**src/dsh_pkg.sv**
```systemverilog
`timescale 1ns / 1ps
// ----------------------------------------------------------------------------
// dsh_pkg
// Shared codes, widths and helpers of the diamond-square heightmap block.
// ----------------------------------------------------------------------------
package dsh_pkg;

  // Request codes
  localparam logic [1:0] FUNC_START  = 2'd0;
  localparam logic [1:0] FUNC_SAMPLE = 2'd1;
  localparam logic [1:0] FUNC_READ   = 2'd2;
  localparam logic [1:0] FUNC_NONE   = 2'd3;

  // Result status codes
  localparam logic [1:0] STAT_ACCEPT = 2'd0;
  localparam logic [1:0] STAT_DONE   = 2'd1;
  localparam logic [1:0] STAT_READ   = 2'd2;
  localparam logic [1:0] STAT_REJECT = 2'd3;

  // Register indexes
  localparam logic [1:0] CFG_TERRAIN_SIZE  = 2'd0;
  localparam logic [1:0] CFG_HEIGHT_REDUCE = 2'd1;
  localparam logic [1:0] CFG_MIN_HEIGHT    = 2'd2;
  localparam logic [1:0] CFG_MAX_HEIGHT    = 2'd3;

  // Displacement phases
  localparam logic [1:0] PH_DIAMOND = 2'd0;
  localparam logic [1:0] PH_LEFT    = 2'd1;
  localparam logic [1:0] PH_TOP     = 2'd2;

  // Register reset values
  localparam logic [8:0]         RST_TERRAIN_SIZE  = 9'd256;
  localparam logic [15:0]        RST_HEIGHT_REDUCE = 16'd32768;
  localparam logic signed [15:0] RST_MIN_HEIGHT    = 16'sd0;
  localparam logic signed [15:0] RST_MAX_HEIGHT    = 16'sd255;

  // Normalising divider widths
  localparam int DIVIDEND_W = 64;
  localparam int DIVISOR_W  = 32;
  localparam int QUOT_W     = 33;

  function automatic logic signed [31:0] sat32(input logic signed [39:0] v);
    if (v > 40'sh007FFFFFFF) begin
      return 32'sh7FFFFFFF;
    end else if (v < 40'shFF80000000) begin
      return 32'sh80000000;
    end
    return v[31:0];
  endfunction

endpackage

```
**src/dsh_div.sv**
```systemverilog
`timescale 1ns / 1ps
// ----------------------------------------------------------------------------
// dsh_div
// Restoring divider, one quotient bit per cycle.
// ----------------------------------------------------------------------------
module dsh_div (
  input  logic                             clk,
  input  logic                             rst_n,
  input  logic                             start,
  input  logic [dsh_pkg::DIVIDEND_W-1:0]   dividend,
  input  logic [dsh_pkg::DIVISOR_W-1:0]    divisor,
  output logic                             done,
  output logic [dsh_pkg::QUOT_W-1:0]       quotient
);

  localparam int NW = dsh_pkg::DIVIDEND_W;
  localparam int DW = dsh_pkg::DIVISOR_W;
  localparam int CNTW = $clog2(NW);

  logic [NW-1:0]   div_r, div_nxt;
  logic [DW-1:0]   rem_r, rem_nxt;
  logic [CNTW-1:0] cnt_r, cnt_nxt;
  logic            busy_r, busy_nxt;
  logic            done_r, done_nxt;
  logic [DW:0]     trial;
  logic            ge;

  always_comb begin
    trial    = {rem_r, div_r[NW-1]};
    ge       = trial >= {1'b0, divisor};
    div_nxt  = div_r;
    rem_nxt  = rem_r;
    cnt_nxt  = cnt_r;
    busy_nxt = busy_r;
    done_nxt = 1'b0;
    if (start) begin
      div_nxt  = dividend;
      rem_nxt  = '0;
      cnt_nxt  = '0;
      busy_nxt = 1'b1;
    end else if (busy_r) begin
      rem_nxt = ge ? DW'(trial - {1'b0, divisor}) : trial[DW-1:0];
      div_nxt = {div_r[NW-2:0], ge};
      cnt_nxt = cnt_r + CNTW'(1);
      if (cnt_r == CNTW'(NW - 1)) begin
        busy_nxt = 1'b0;
        done_nxt = 1'b1;
      end
    end
  end

  always_ff @(posedge clk) begin
    if (!rst_n) begin
      busy_r <= 1'b0;
      done_r <= 1'b0;
      cnt_r  <= '0;
    end else begin
      busy_r <= busy_nxt;
      done_r <= done_nxt;
      cnt_r  <= cnt_nxt;
    end
  end

  always_ff @(posedge clk) begin
    div_r <= div_nxt;
    rem_r <= rem_nxt;
  end

  assign done     = done_r;
  assign quotient = div_r[dsh_pkg::QUOT_W-1:0];

endmodule

```
**config.mk**
```make
export PLATFORM = sky130hd
export DESIGN_NAME = dsh_div
export DESIGN_NICKNAME = d
export VERILOG_FILES = /design/src/dsh_pkg.sv /design/src/dsh_div.sv
export SDC_FILE = /design/constraint.sdc
export NUM_CORES = 1
export LEC_CHECK = 0
export ABC_AREA = 1
export BUFFER_PORTS_ARGS = -buffer_cell sky130_fd_sc_hd__buf_2
export CAP_MARGIN = 15
export CORE_MARGIN = 2
export CORE_UTILIZATION = 50
export DETAILED_ROUTE_END_ITERATION = 16
export GPL_TIMING_DRIVEN = 0
export PLACE_DENSITY = 0.73
export SLEW_MARGIN = 15
export SYNTH_ARGS = -nofsm -noshare
export SYNTH_HDL_FRONTEND = slang
export SYNTH_SLANG_ARGS = --single-unit
```
**constraint.sdc**
```tcl
create_clock -name clk -period 4.4 [get_ports clk]
set_input_delay 1.32 -clock clk [delete_from_list [all_inputs] [get_ports clk]]
set_output_delay 1.32 -clock clk [all_outputs]
set_load 0.01 [all_outputs]
```
==> results by group <==
Outcome
  • Status: complete, no violations

Floorplan
  • Die width: 125 um
  • Die area: 15,700 um2
  • Die Span Y: 125 um
  • Core Box Area: 14,500 um2
  • # rows: 44
  • IO Count: 133
  • Initial Utilization: 0.509

Logic synthesis
  • Synth warnings: 0
  • Area of the mapped netlist: around 7400 um2
  • Post-Syn Nets: 1,236
  • Top_reg_cell synth: edfxtp_1
  • Synth cell types: 34
  • Number of flops mapped to enable cells by yosys: 64
  • Post-synth top area share: 0.261
  • Register bit total from synthesis: around 100
  • Syn avg cell area: 6.68 um2
  • Count leader, synth: nand2_1
  • Dominant cell type by area after synthesis: edfxtp_1
  • Post-synthesis cell count: 1,103
  • Synth async-reset ratio: 0
  • Register area share after synthesis: 0.370
  • Commonest cells in the synthesized netlist: nand2_1 (490), inv_1 (173), nand3_1 (73)
  • Largest cells by area after synthesis: edfxtp_1 (26%), nand2_1 (25%), dfxtp_1 (11%)

Global route
  • Total grt overflow: 0
  • Largest net degree at the start of global routing: 41
  • Vias in the first global route: 6,297
  • Total GRT Usage: 0.234
  • Initial antenna violation count: 0
  • First-pass GRT wire length: 29,900 um

Flow run
  • MaxCap Viol Count: 0

Final layout
  • Fin nets: 1,380
  • Fill count: roughly 1,400
  • Final Util: 0.593
  • Fraction of layout cells with a size suffix above 1: 0.173
  • N_diodes: 0
  • Area delta synth->final: 16.6%

Setup path
  • Critical Path AT: 3.22 ns
  • Worst Setup End Kind: register
  • Reg2reg end: rem_r[17]
  • Buffer and inverter count on the worst path: 5
  • R2R Path Start: rem_r[23]
  • CP Class: input pin to register
  • Worst Setup Start Kind: input pin
  • Depth of the most critical reg-to-reg path: 14
  • R2r setup slk: roughly 2.1 ns
  • Worst-path fanout max: 10
  • Worst path slowest cell: ha_1
  • Critical path's top delay family: simple AND/OR/NAND/NOR gates
  • CP Cell Sequence: buf_2 > inv_1 > ha_1 > nand2_1 > inv_1 > nand2_1 > nand2_1 > inv_1 > nand2_1 > nand2_1 > nand2_1 > a21oi_4 > buf_2 > nand3_1 > nand3_1 > o21ai_1
  • Most common cell on crit path: nand2_1
  • Peak per-stage delay on the critical path: between 0.3 and 0.4 ns
  • CP required: ~4.6 ns

Placed design
  • Port bufs: 132
  • Detailed Place HPWL: 14,300 um
  • Routability Congestion: ~0.92

Pwr
  • Peak supply drop: around 0.21 mV
  • LEAKAGE: 4.81 nW
  • Int Pwr: ~0.0017 W
  • Switching share of power: 0.264
  • Comb power frac: 0.153
  • Clock Power Share: 0.360
  • PwrDens: around 270 nW/um2
  • NetSw: approximately 0.00062 W
  • Overall Power: 0.00234 W
  • Seq pwr share: 0.487

Timing
  • Worst Tran Pin Value: around 0.51 ns
  • Final worst path period share: 0.683
  • Setup violators final: 0
  • Min cycle time layout: 3.00 ns
  • Worst slew margin: 0.663
  • Max Slew Vio Count: 0
  • Clock Skews: between 0.009 and 0.01 ns
  • RSZ-0062 raised after global routing: no
  • Final hold vios: 0
  • Max Fclk: 333 MHz

CTS
  • Worst-Skew Late Latency: between 0.3 and 0.4 ns
  • H-tree levels: 3
  • CTS tree: yes
  • Hold_buf cts: 0
  • Post-CTS Resized: 0
  • Reg clk slew, reported paths: 0.07 ns
  • Longest Clk Path Bufs: 2
  • Cts bufs inserted: 9
  • Root cell of the clock tree: clkbuf_16
  • # clock sinks: 104
  • Setup bufs post-CTS: 0

Min path
  • Hold Startpoint: rem_r[26]
  • Hold Crit Class: register to register
  • WHS Path Cells: 2
  • WHS Endpoint: rem_r[26]

Drt
  • Final WL: 18,000 um
  • Via count: 6,834
  • Antenna-violating nets left: 0
  • 1st-iter DRT viols: 476
  • Via density per instance: between 4 and 5
  • Drt drc: 0
  • Initial DRT Pass Iterations: 5
  • Wire length per cell: 12.5 um
[registers in the layout, indices dropped and copies added, names as in the netlist]
| register | cells |
|---|---|
| div_r | 64 |
| rem_r | 32 |
| cnt_r | 6 |
| busy_r | 1 |
| done | 1 |
[worst max-delay path by stage]
stage	from	end	slack (ns)	cells after the start
finish	divisor[24]	rem_r[17]	1.40	16
global route	divisor[24]	rem_r[13]	1.21	16
CTS	divisor[24]	rem_r[11]	1.44	16
detailed placement	divisor[21]	rem_r[23]	1.06	14
global placement	start	div_r[35]	-0.62	4
floorplan	start	div_r[0]	0.53	3
[through the flow]
step | hold WS, ns | cells | setup TNS [ns] | setup WS, ns | instance area (um2)
after detailed placement | 0.462 | 1420 | 0 | 1.06 | 8280
after CTS | 0.473 | 1436 | 0 | 1.44 | 8590
after floorplan | 0.442 | 1103 | 0 | 0.529 | 7370
after global placement | 0.458 | 1419 | -43.25 | -0.616 | 8260
final | 0.474 | 1436 | 0 | 1.40 | 8590
after global routing | 0.502 | 1436 | 0 | 1.21 | 8590
[worst min-delay path, cell delays in order, from the launching register on]
cell and delay (ns):
dfxtp_1 0.33, nand2_1 0.06, nand2_1 0.05
[kinds of logic (layout without fill, tap and decap cells)]
family / Yosys count / in the layout / synth area share
buffers and inverters: 237 / 386 / 0.142
AO/OA/AOI/OAI: 51 / 51 / 0.0384
AND/OR/NAND/NOR: 662 / 662 / 0.373
adder cells (fa/ha/maj): 34 / 34 / 0.0588
flip-flops: 104 / 104 / 0.370
XOR/XNOR: 15 / 15 / 0.0178
[cell type report]
cell class | count | area (um2) | share of cell area
Clock inverter | 7 | 85.1 | 0.00990
Tap cell | 184 | 230 | 0.0268
Clock buffer | 9 | 225 | 0.0262
Buffer | 63 | 399 | 0.0465
Multi-Input combinational cell | 762 | 3600 | 0.419
Timing Repair Buffer | 133 | 681 | 0.0792
Inverter | 174 | 653 | 0.0760
Sequential cell | 104 | 2720 | 0.317
[power by group through the flow]
stage | registers, W | logic [W] | clock network, W
CTS | 0.00114 | 0.000361 | 0.000871
global route | 0.00115 | 0.000404 | 0.000910
global placement | 0.00116 | 0.000351 | 0
floorplan | 0.00116 | 0.000232 | 0
finish | 0.00114 | 0.000358 | 0.000842
detailed placement | 0.00116 | 0.000359 | 0
[routing by layer]
layer	up-vias	wire, um	share of wire	global-route usage
met4	0	202	0.011	0.0542
met3	14	717	0.040	0.0321
met2	142	8330	0.46	0.390
met5	-	0	0	0
li1	3653	-	-	-
met1	3025	8740	0.49	0.325
[cells in the final DEF, fill, tap and decap left out, types with 22 or more instances in the layout]
master and instances:
buf_2 142, inv_1 173, nor2_1 41, a21oi_1 24, ha_1 33, nand2_1 490, nand3b_1 22, buf_4 33
nand3_1 73, dfxtp_1 40, edfxtp_1 64
Note: power is estimated with default switching activity, not from simulation.
